`src/rtl/core/psm_ram.sv`:
```
// ----------------------------------------------------------------------------
// Generic simple dual-port RAM
// One write port and one read port, registered read data.
// ----------------------------------------------------------------------------
`default_nettype none
module psm_ram #(
  parameter int unsigned Width = 8,
  parameter int unsigned Depth = 64
) (
  input  wire logic                     clk_i,
  input  wire logic                     we_i,
  input  wire logic [$clog2(Depth)-1:0] waddr_i,
  input  wire logic [Width-1:0]         wdata_i,
  input  wire logic [$clog2(Depth)-1:0] raddr_i,
  output logic      [Width-1:0]         rdata_o
);

  logic [Width-1:0] mem_q [Depth];

  // Write and registered read.
  always_ff @(posedge clk_i) begin
    if (we_i) begin
      mem_q[waddr_i] <= wdata_i;
    end
    rdata_o <= mem_q[raddr_i];
  end

endmodule
`default_nettype wire

```
`config.mk`:
```
export PLATFORM = sky130hd
export DESIGN_NAME = psm_ram
export DESIGN_NICKNAME = d
export VERILOG_FILES = /design/src/rtl/core/psm_ram.sv
export SDC_FILE = /design/constraint.sdc
export NUM_CORES = 1
export LEC_CHECK = 0
export CORE_MARGIN = 2
export CORE_UTILIZATION = 65
export DETAILED_ROUTE_END_ITERATION = 12
export DONT_BUFFER_PORTS = 1
export PLACE_DENSITY = 0.91
export SYNTH_ARGS = -nofsm -noshare
export SYNTH_HDL_FRONTEND = slang
export SYNTH_SLANG_ARGS = --single-unit
```
`constraint.sdc`:
```
create_clock -name clk_i -period 3.9 [get_ports clk_i]
set_input_delay 0.78 -clock clk_i [delete_from_list [all_inputs] [get_ports clk_i]]
set_output_delay 0.78 -clock clk_i [all_outputs]
set_load 0.01 [all_outputs]
```
### After elaboration in Yosys (flattened, before gate mapping)

Memory sizes are Yosys's and may differ from the RTL's. A register that Yosys moved wholly into a read port is not among the register bits.
Index checks and enable logic that the tools add are counted.

* memory bits (writable): 512
* bits in read-only memories: 0
* bits in latches: 0
* memories: 1
* input bits: 22
* word-level logic and storage cells: 3
* output and inout port bits: 8
* register bits after elaboration: 0

Memory list
* mem_q: depth 64, width 8, read ports 1, clocked after memory_dff 1, write ports 1, RTL line 18 `logic [Width-1:0] mem_q [Depth];`

* bitwise operators: 0
* multipliers: 0
* $add $sub $neg: 0
* $lt $le $gt $ge: 0
* multiplexer cells: 2
* reduce and logical (&&, ||, !) cells: 0
* div/mod/pow operators: 0
* eq/ne operators: 0
* shift operators: 0

Operators with widths (count)
* $mux 1: 2

### Longest topological paths before layout

* word-level depth: 2
* gate-level depth with buffers: 9
* mapped depth without buffers: 5

### Worst setup path after synthesis

Ideal clock, no wire load.

* path kind: input to register
* start: input port raddr_i[1]
* end: register rdata_o[3], read port of mem_q
* slack: 1.452 ns
* data arrival time: 2.320 ns
* required time: 3.772 ns
* setup time: 0.128 ns
* cell stages on the path: 7
* cell sequence: buf_4 -> buf_2 -> buf_2 -> mux4_2 -> mux4_2 -> o21ai_1 -> o41ai_1

RTL lines
* from (decl): RTL line 14 `input wire logic [$clog2(Depth)-1:0] raddr_i,`
* to (decl): RTL line 15 `output logic [Width-1:0] rdata_o`

### Worst setup path after layout

* start: input port waddr_i[2]
* end: memory mem_q[37][1], enable pin

RTL lines
* from (decl): RTL line 12 `input wire logic [$clog2(Depth)-1:0] waddr_i,`
* to (decl): RTL line 18

No word-level cell before the write port.

==> key figures <==
Min path
  • Hold path startpoint: wdata_i[4]
  • Worst Hold Path EP: mem_q[8][4]
  • Depth of the worst hold-timing path: 0
  • Worst Hold Class: input port to flop

STA
  • Clock tree skew after final layout: 0.0231 ns
  • Final clock period utilization by the worst path: 60.5%
  • Measured slew at the worst slew-check pin: 1.05 ns
  • Final total negative setup slack: 0 ns
  • Unrepaired setup endpoints after global routing: no
  • Max-Slew Margin vs Limit: 30.1%
  • Slew Viols, Final: 0
  • Fmax: 424 MHz
  • Final-report setup violation count: 0
  • Final Hold Fails: 0
  • Time the worst path needs with I/O delays and setup: 2.36 ns

Route
  • Count of antenna-violating nets left after detailed routing: 0
  • Average detailed-routed wire length per instance: 35.4 um
  • Final WL: 48600 um
  • Via-to-Cell Ratio: 7.53
  • Detailed-routing iteration count for the pre-antenna-repair pass: 5
  • Violation count after the first detailed-route iteration: 1911
  • Residual DRC count: 0
  • Total vias in the final route: 10347

Final layout
  • Most used cells in the layout excluding fill and tap cells: sky130_fd_sc_hd__edfxtp_1, sky130_fd_sc_hd__mux4_2, sky130_fd_sc_hd__nor2_1, sky130_fd_sc_hd__clkbuf_16, sky130_fd_sc_hd__mux2i_1
  • Share of the core filled with cells in the final layout: 71.7%
  • Most common cell after layout, fill and taps aside: sky130_fd_sc_hd__edfxtp_1
  • NumNets Final: 962
  • Layout fillers: 1526
  • Area added between synthesis and finish: 8.76%
  • Cell area after layout: 21900 um2
  • Fraction of layout cells with a size suffix above 1: 21.4%
  • Ant. Diodes: 0

Logic synthesis
  • Number of distinct library cell variants in the gate-level netlist after synthesis: 40
  • Synthesized flop and latch total: 520
  • Top flip-flop cell by instance count after synthesis: sky130_fd_sc_hd__edfxtp_1
  • Largest family of logic cells by synthesized area: multiplexers
  • Post-synthesis sequential area ratio: 77.0%
  • Number of nets produced by synthesis: 962
  • Synthesis Warnings: 0
  • Post-synthesis mux area share: 15.9%
  • Simple-gate area share of the yosys netlist: 3.39%
  • Async set or reset register ratio after synthesis: 0%
  • Fraction of the mapped netlist area in compound gates: 2.07%
  • Xor/xnor share of the synthesized area: 0%
  • Portion of synthesized cell area occupied by the leading cell type: 76.2%
  • Area contributors post-synth: sky130_fd_sc_hd__edfxtp_1, sky130_fd_sc_hd__mux4_2, sky130_fd_sc_hd__nor2_1
  • Gate Count Post-Synth: 940
  • Area share of fa/ha/maj cells after synthesis: 0%
  • Post-synthesis instance area: 20200 um2
  • EDFF count, synth: 512
  • Yosys top cell by area: sky130_fd_sc_hd__edfxtp_1
  • Mean instance size in the synthesized netlist: 21.5 um2

GRT
  • Maximum number of pins on one net before global-route repair: 138
  • GR Util All Layers: 30.6%
  • Initial antenna violation count: 0
  • Overflow left after global routing: 0
  • Wire length of the first global-routing pass: 71900 um
  • Vias in the first global route: 10261

Clock network
  • CTS resizes: 0
  • Total clock buffers created by CTS: 47
  • Clock transition at the registers of the reported paths: 0.06 ns
  • Clock latency of the later-clocked register in the worst-skew pair: 0.56 ns
  • Clock tree from TritonCTS: yes
  • Max Buffers Root-to-Sink: 3
  • Sink count of the clock tree: 520
  • Clock root buffer master: sky130_fd_sc_hd__clkbuf_16
  • Buffer count from post-CTS setup fixing: 0
  • Number of hold-repair buffers added at the cts stage: 0
  • H-Tree Level Count: 2

Setup path
  • Worst stage delay on the critical path: 0.92 ns
  • FF-to-FF Start: mem_q[51][7]
  • Critical path launch point type: input port
  • Number of cells on the worst reg-to-reg path: 4
  • Required time reported for the critical path endpoint: 4.07 ns
  • CP bufs+invs: 0
  • CP Max Fanout: 10
  • Critical Path End Type: flop
  • Signal arrival time at the worst endpoint: 2.53 ns
  • WS Path Type: input port to flop
  • Reg2Reg Capture Point: rdata_o[7]
  • Crit-path slowest cell: sky130_fd_sc_hd__nor2_1
  • R2r setup slk: 1.73 ns
  • Critical Path, Cell by Cell: nor2b_1 -> nand3_1 -> nor2_1
  • Delay-heaviest family, CP: simple AND/OR/NAND/NOR gates

Pwr
  • Largest voltage drop on the vdd net: 320 uV
  • Combinational share of power: 3.0%
  • Int Power: 0.00912 W
  • Power after layout: 0.0113 W
  • Leak pwr: 6.73 nW
  • Clock network power share: 42.0%
  • Power Dens Cells: 515 nW/um2
  • Switching Share: 19.3%
  • Share of total power in sequential cells: 55.0%
  • Net switching power of the design: 0.00218 W

Placed design
  • DP HPWL: 24800 um
  • Area post-placement: 20400 um2
  • Port Buffer Count: 0
  • Routability cong.: 0.835

Floorplanning
  • Total Die Area: 32500 um2
  • Floorplan row count: 64
  • I/O pin total: 30
  • CORE AREA: 30600 um2
  • Vert. Die Dim: 180 um
  • Starting utilization of the core area: 65.9%
  • Die span in x: 180 um

Flow run
  • Number of max-cap violations: 0

Outcome
  • Run status: complete, no violations
## power groups by stage
stage / Combinational (W) / Clock, W / Sequential [W]
floorplan: 0.000330 / 0 / 0.00632
global route: 0.000345 / 0.00493 / 0.00621
global placement: 0.000301 / 0 / 0.00633
CTS: 0.000332 / 0.00473 / 0.00621
detailed placement: 0.000314 / 0 / 0.00633
finish: 0.000338 / 0.00475 / 0.00621
## cell usage after synthesis (all sizes together), types with 7 or more instances
| cell type | instances |
|---|---|
| buf | 34 |
| clkbuf | 17 |
| dfxtp | 8 |
| edfxtp | 512 |
| mux2 | 13 |
| mux2i | 23 |
| mux4 | 126 |
| nand2 | 19 |
| nand2b | 7 |
| nand3 | 13 |
| nor2 | 83 |
| nor2b | 14 |
| nor3 | 7 |
| o221ai | 8 |
| o22ai | 8 |
## sequential cells by signal (all words and copies together) (netlist names)
signal and count:
mem_q 512, rdata_o 8
## layer usage
layer  GRT usage [%]  share of wire, %
met5               0                 0
met4            12.1               4.4
met3            6.06                13
met2            48.8                49
met1            42.8                34
## cell families after synthesis
group	count (synthesis)
and+or+nand+nor	153
DFF	520
buffers and inverters	51
muxes	162
AOI/OAI and AO/OA	54
## worst register-to-register path: cells and delay by family, from the launching register on
kind            cells  cell delay [ns]
mux                 2             1.00
flops               1             0.42
compound gates      1             0.34
simple gates        1             0.23
## final cells by class
cell class	count	area, um2	share of cell area, %
sequential	520	15500	70.8
timing repair buffer	2	15.0	0.0685
clock buffer	64	1310	5.98
tap	396	495	2.26
multi-input combinational	369	4320	19.7
clock inverter	23	260	1.19
## worst max-delay path by stage
stage / depth (start not counted) / end / slack, ns / from
final: 3 / mem_q[37][1] / 1.54 / waddr_i[2]
after global routing: 3 / mem_q[37][1] / 1.56 / waddr_i[2]
after CTS: 3 / mem_q[37][1] / 1.65 / waddr_i[2]
after detailed placement: 3 / mem_q[37][4] / 1.17 / waddr_i[2]
after global placement: 3 / mem_q[37][0] / 1.31 / waddr_i[2]
after floorplan: 7 / rdata_o[3] / 1.45 / raddr_i[1]
## through the flow
stage | hold WS, ns | worst slack (ns) | cells
finish | 0.319 | 1.54 | 1374
global route | 0.311 | 1.56 | 1374
CTS | 0.313 | 1.65 | 1374
detailed placement | 0.833 | 1.17 | 1287
global placement | 0.808 | 1.31 | 1287
floorplan | 0.718 | 1.45 | 940
(Power assumes the default switching activity.)
