--- src/rtl/core/psm_sqrt.sv ---
// ----------------------------------------------------------------------------
// Iterative integer square root
// Computes floor(sqrt(256*(dx^2+dy^2))), one result bit per cycle.
// ----------------------------------------------------------------------------
`default_nettype none
module psm_sqrt (
  input  wire logic               clk_i,
  input  wire logic               rst_ni,
  input  wire logic               start_i,
  input  wire logic signed [15:0] ax_i,
  input  wire logic signed [15:0] ay_i,
  input  wire logic signed [15:0] bx_i,
  input  wire logic signed [15:0] by_i,
  output logic                    done_o,
  output logic             [24:0] root_o
);

  // Radicand is below 2^42, so the root fits in 21 bits; 21 steps.
  logic        [4:0]  step_q, step_d;
  logic               busy_q, busy_d;
  logic        [1:0]  phase_q, phase_d;
  logic        [16:0] adx_q, ady_q;
  logic        [33:0] sq_q, sq_d;
  logic        [41:0] rem_q, rem_d;
  logic        [20:0] res_q, res_d;
  logic signed [16:0] dx_w, dy_w;
  logic        [16:0] mul_a;
  logic        [33:0] mul_p;
  logic        [41:0] trial;
  logic               fin_q;

  assign dx_w = 17'(bx_i) - 17'(ax_i);
  assign dy_w = 17'(by_i) - 17'(ay_i);
  assign mul_a = (phase_q == 2'd1) ? adx_q : ady_q;
  assign mul_p = mul_a * mul_a;
  // Trial subtrahend for the bit pair at position step.
  assign trial = {19'd0, res_q, 2'b01} << (2 * step_q);

  // One shared squarer, then one root bit per cycle (restoring form).
  always_comb begin
    busy_d  = busy_q;
    phase_d = phase_q;
    step_d  = step_q;
    sq_d    = sq_q;
    rem_d   = rem_q;
    res_d   = res_q;
    if (start_i) begin
      busy_d  = 1'b1;
      phase_d = 2'd1;
    end else if (busy_q) begin
      unique case (phase_q)
        2'd1: begin
          sq_d    = mul_p;
          phase_d = 2'd2;
        end
        2'd2: begin
          rem_d   = {sq_q + 34'(mul_p), 8'd0};
          res_d   = '0;
          step_d  = 5'd20;
          phase_d = 2'd3;
        end
        default: begin
          // res holds the upper root bits; test bit pair at position step.
          if (trial <= rem_q) begin
            rem_d = rem_q - trial;
            res_d = {res_q[19:0], 1'b1};
          end else begin
            res_d = {res_q[19:0], 1'b0};
          end
          if (step_q == 5'd0) begin
            busy_d  = 1'b0;
            phase_d = 2'd0;
          end else begin
            step_d = step_q - 5'd1;
          end
        end
      endcase
    end
  end

  // Done is flagged in the cycle after the last bit, when the root is registered.
  always_ff @(posedge clk_i or negedge rst_ni) begin
    if (!rst_ni) begin
      busy_q  <= 1'b0;
      phase_q <= 2'd0;
      fin_q   <= 1'b0;
    end else begin
      busy_q  <= busy_d;
      phase_q <= phase_d;
      fin_q   <= busy_q && phase_q == 2'd3 && step_q == 5'd0;
    end
  end

  always_ff @(posedge clk_i) begin
    if (start_i) begin
      adx_q <= dx_w[16] ? 17'(-dx_w) : 17'(dx_w);
      ady_q <= dy_w[16] ? 17'(-dy_w) : 17'(dy_w);
    end
    step_q <= step_d;
    sq_q   <= sq_d;
    rem_q  <= rem_d;
    res_q  <= res_d;
  end

  assign done_o = fin_q;
  assign root_o = {4'd0, res_q};

endmodule
`default_nettype wire
--- config.mk ---
export PLATFORM = sky130hd
export DESIGN_NAME = psm_sqrt
export DESIGN_NICKNAME = d
export VERILOG_FILES = /design/src/rtl/core/psm_sqrt.sv
export SDC_FILE = /design/constraint.sdc
export NUM_CORES = 1
export LEC_CHECK = 0
export ABC_AREA = 1
export BUFFER_PORTS_ARGS = -buffer_cell sky130_fd_sc_hd__clkbuf_2
export CORE_MARGIN = 8
export CORE_UTILIZATION = 63
export DETAILED_ROUTE_END_ITERATION = 6
export HOLD_SLACK_MARGIN = 0.03
export PLACE_DENSITY = 0.81
export SLEW_MARGIN = 20
export SYNTH_ARGS = -nofsm -noshare
export SYNTH_HDL_FRONTEND = slang
export SYNTH_SLANG_ARGS = --single-unit
--- constraint.sdc ---
create_clock -name clk_i -period 16.15 [get_ports clk_i]
set_clock_uncertainty 0.1 [all_clocks]
set_input_delay 4.0375 -clock clk_i [delete_from_list [all_inputs] [get_ports clk_i]]
set_output_delay 4.0375 -clock clk_i [all_outputs]
set_load 0.02 [all_outputs]
## Word level (Yosys, flattened, before mapping)

Index checks and enable logic that the tools add are counted.

- Output and inout port bits: 26
- Flip-flop bits (word level): 140
- Input bits: 67
- Logic and storage cells: 56

- $mul: 1
- Equal/unequal tests: 4
- Reductions and logical operators: 12
- $add $sub $neg: 7
- Bitwise logic cells: 2
- Shift-type cells: 1
- Muxes and demuxes: 17
- Order comparisons: 1

Operator list:

| cell | count |
|---|---|
| $pmux W42 S2 | 1 |
| $le A42 B42 Y1 | 1 |
| $mux W42 | 1 |
| $pmux W21 S2 | 1 |
| $shl A23 B6 Y42 | 1 |
| $sub A42 B42 Y42 | 1 |
| $add A34 B34 Y34 | 1 |
| $mul A17 B17 Y34 | 1 |
| $neg A17 Y17 | 2 |
| $sub A16 B16 Y17 | 2 |
| $mux W16 | 2 |
| $mux W17 | 1 |
| $pmux W5 S2 | 1 |
| $reduce_and A4 Y1 | 2 |
| $mux W2 | 3 |
| $reduce_and A3 Y1 | 2 |
| $logic_not A5 Y1 | 1 |
| $mux W1 | 5 |
| $mux W5 | 1 |
| $sub A5 B1 Y5 const B | 1 |
| $eq A2 B2 Y1 const B | 2 |
| $pmux W2 S2 | 1 |
| $reduce_bool A2 Y1 | 2 |
| $reduce_bool A4 Y1 | 1 |
| 6 further kinds | 8 |

## Longest topological paths before layout

- Depth in word-level cells: 5
- Gate-level depth with buffers: 44
- Mapped depth without buffers: 41

## Worst setup path after synthesis

No wires, ideal clock.

- Kind: flip-flop to flip-flop
- Start: register phase_q[0]
- End: register rem_q[40] (data pin)
- Required time: 15,790 ps
- Clock period less this slack: 7,552 ps
- Path buffers: 3
- Setup time: 260 ps
- Cell stages (with the launch flop): 41
- Path slack: 8,598 ps
- Arrival: 7,191 ps
- Cells stage by stage: dfrtp_1 -> ha_1 -> buf_6 -> buf_2 -> o21ai_1 -> inv_1 -> clkbuf_1 -> nor2_1 -> inv_1 -> fa_1 -> inv_1 -> fa_1 -> inv_1 -> fa_1 -> inv_1 -> fa_1 -> fa_1 -> inv_1 -> [... 5 more ...] -> nand2_1 -> nand2_1 -> a21oi_1 -> nand2_1 -> a21oi_1 -> o21bai_1 -> nand2_1 -> nand3_1 -> nand2_1 -> nand2_1 -> ha_1 -> inv_1 -> nor4_1 -> nand3_1 -> nand2_1 -> nand2_1 -> nand3_1 -> o21ai_0

- Longest elaborated chain between the ends: 5
- Elaborated cells between the ends (all ways): 6
- Those cells by class: add/sub (1); mul (1); eq/ne (2); mux (2)

RTL lines:

| element | RTL line | source |
|---|---|---|
| start: declaration | 21 | `logic [1:0] phase_q, phase_d;` |
| start signal: assignment | 89 | `phase_q <= phase_d;` |
| $eq A2 B1 Y1 | 34 | `assign mul_a = (phase_q == 2'd1) ? adx_q : ady_q;` |
| $mux W17 | 34 |  |
| $mul A17 B17 Y34 | 35 | `assign mul_p = mul_a * mul_a;` |
| net mul_p[31] | 28 | `logic [33:0] mul_p;` |
| $add A34 B34 Y34 | 57 | `rem_d = {sq_q + 34'(mul_p), 8'd0};` |
| $pmux W42 S2 | 51 | `unique case (phase_q)` |
| end signal: assignment | 101 | `rem_q <= rem_d;` |
| end: declaration | 24 | `logic [41:0] rem_q, rem_d;` |

The timed path passes the listed nets, and every way through them passes these cells.
A chain may end at the register's enable or synchronous reset.

## Worst setup path in the final report

- Start: register phase_q[1]
- End: register rem_q[41] (data pin)

The elaborated chain is that of the path after synthesis.

==> results.json <==
{
  "worst-path-buf-inv": 7,
  "core_area_sq_um": 33360,
  "reg2reg_depth": 36,
  "initial_utilization_pct": 63.73,
  "drive_gt1_share_pct": 5.868,
  "die_w_um": 199.7,
  "grt_overflow": 0,
  "die_h_um": 199.7,
  "yosys.area.top_type": "edfxtp_1",
  "clock_latency_ns": 0.44,
  "worst-setup-path-type": "register to register",
  "synth_top_flop_cell": "edfxtp_1",
  "fin_crit_sh_pct": 55.21,
  "yosysSeqAreaShare_pct": 19.54,
  "synth_area_sq_um": 21260,
  "clk_pin_slew_ns": 0.07,
  "worstMarginPinSlew_ns": 1.094,
  "async_reset_ff_share_pct": 2.878,
  "yosys_warnings": 0,
  "status": "complete, but fails checks",
  "clockBufferDepth": 2,
  "crit_top_cell": "nand2_1",
  "r2r_slack_ns": 7.23,
  "slew_headroom_pct": 26.82,
  "rsz0062_at_grt": "false",
  "dr.pass1.iters": 7,
  "endpoint_kind": "register",
  "setup_viol": 0,
  "rows": 67,
  "cts_made_buffers": 17,
  "synthTopCellsByArea": "edfxtp_1 (19%), fa_1 (18%), ha_1 (13%)",
  "fin_nets": 3428,
  "r2r_start": "phase_q[1]$_DFFE_PN0P_",
  "ios": 93,
  "hold_depth": 2,
  "hold_viol": 0,
  "startpoint": "phase_q[1]$_DFFE_PN0P_",
  "cts_setup_buffers": 0,
  "grt_pass1_vias": 19810,
  "cts_resized": 0,
  "clock.fmax_ghz": 0.1121,
  "grt_usage_pct": 30.67,
  "dp_hpwl_um": 50110,
  "h-tree-depth": 4,
  "ys_ff_latch": 139,
  "critPathArrivalTime_ns": 9.01,
  "regArea_sq_um": 4154,
  "cts-root-buf": "clkbuf_16",
  "via_count": 19500,
  "syn2layout_area_growth_pct": 6.932,
  "yosysUniqueCellTypes": 52,
  "cts_tree": "built",
  "cts.sinks": 139,
  "post-route-drc-count": 1,
  "grt_antenna_before_repair": 0,
  "crit_slowest_cell": "o21ai_0",
  "io_buffers": 88,
  "maxCapViolCount": 0,
  "worstPathRequired_ns": 16.24,
  "violations": "design-rule violations",
  "multi_input_comb_area_sq_um": 14920,
  "crit_fanout": 36,
  "insertedDiodeCount": 0,
  "rr_endpoint": "rem_q[41]$_DFFE_PP_",
  "syn_inst": 2879,
  "die_area_sq_um": 39880,
  "postSynthAreaPerCell_sq_um": 7.385,
  "cts_hold_buffers": 0,
  "drtIter0Drc": 1477,
  "wl_per_cell_um": 17.47,
  "grt_pass1_wl_um": 97150,
  "whs_endpoint": "done_o$_DFF_PN0_",
  "cp_top_family": "adder cells",
  "hp-start": "busy_q$_DFF_PN0_",
  "period_minus_slack_ns": 8.917,
  "drv_slew": 0,
  "synth_top_area_share_pct": 19.07,
  "min_path_type": "register to register",
  "synth_most_common_cell": "nand2_1",
  "tns_ns": 0,
  "vias_per_cell": 5.713,
  "antenna_left": 0,
  "nFillCells": 2880,
  "grt_start_max_net_pins": 43,
  "synth_edf_count": 135,
  "max_stage_delay_ns": 0.76,
  "gp_congestion": 1.049,
  "synth_common_cells": "nand2_1 (608), inv_1 (518), nor2_1 (351), ha_1 (217)",
  "drt-total-wl_um": 59630,
  "crit_path_start_kind": "register"
}
[sequential cells by signal, summed over array words and instances (netlist names)]
register and count:
done_o 1, rem_q 42, ady_q 17, phase_q 2, sq_q 33, res_q 21
adx_q 17, busy_q 1, step_q 5
[through the flow]
step | cells | worst slack [ns] | util, % | hold slack, ns | area [sq um]
after floorplan | 2882 | 8.598 | - | 0.4037 | 21270
after global placement | 3381 | 7.448 | 66.38 | 0.4403 | 22150
after detailed placement | 3381 | 7.274 | 66.38 | 0.4529 | 22150
after CTS | 3413 | 7.235 | 68.14 | 0.4694 | 22740
after global routing | 3413 | 6.597 | 68.14 | 0.5275 | 22740
final | 3413 | 7.233 | 68.14 | 0.4667 | 22740
[final cells by class]
| type | count | share of cell area (%) |
|---|---|---|
| clock buffer | 18 | 1.888 |
| clock inverter | 14 | 0.6934 |
| inverter | 525 | 8.679 |
| multi-input combinational | 2167 | 65.60 |
| sequential | 139 | 18.27 |
| tap | 448 | 2.465 |
| timing repair buffer | 102 | 2.399 |
[routing by layer]
layer,track usage [%],routed length [um]
met3,3.452,3166
met5,0,0
met4,15.59,3237
met2,54.88,29690
met1,36.06,23540
[layout by cell type, fill, tap and decap left out, types with 7 or more instances in the layout]
cell type  count
nor2_1       351
nand2_1      608
clkbuf_16     17
o22ai_1       11
o21bai_1      10
nand4_1       17
buf_4         14
xor2_1        46
o21ai_0      197
inv_1        518
fa_1         192
nand3b_1      14
a21o_1        21
nor3_1        15
clkbuf_2      88
o21ai_1       11
edfxtp_1     135
a31oi_1        7
ha_1         216
nand3_1      121
mux2i_1        9
a21oi_1      197
xnor2_1       32
a22oi_1       13
o21a_1         8
[how the worst max path moves through the flow]
stage | cells past startpoint | to | slack (ns)
after floorplan | 40 | rem_q[40]$_DFFE_PP_ | 8.60
after global placement | 37 | rem_q[41]$_DFFE_PP_ | 7.45
after detailed placement | 38 | rem_q[41]$_DFFE_PP_ | 7.27
after CTS | 38 | rem_q[41]$_DFFE_PP_ | 7.23
after global routing | 38 | rem_q[41]$_DFFE_PP_ | 6.60
final | 36 | rem_q[41]$_DFFE_PP_ | 7.23
[worst min-delay path, stage by stage (launching register included)]
cell and delay, ns:
dfrtp_1 0.41, nand2_1 0.08, nor2_1 0.04
[logic make-up after synthesis]
kind of cell / synth area share, %
adder cells (fa/ha/maj): 30.85
AO/OA/AOI/OAI: 13.02
other: 0.01764
buffers and inverters: 10.42
multiplexers: 0.4237
XOR/XNOR: 3.443
AND/OR/NAND/NOR: 22.29
flip-flops: 19.54
Power is left out: the tool's default activity adds up to more than one toggle a clock period on the data nets, which glitch-free logic cannot reach.
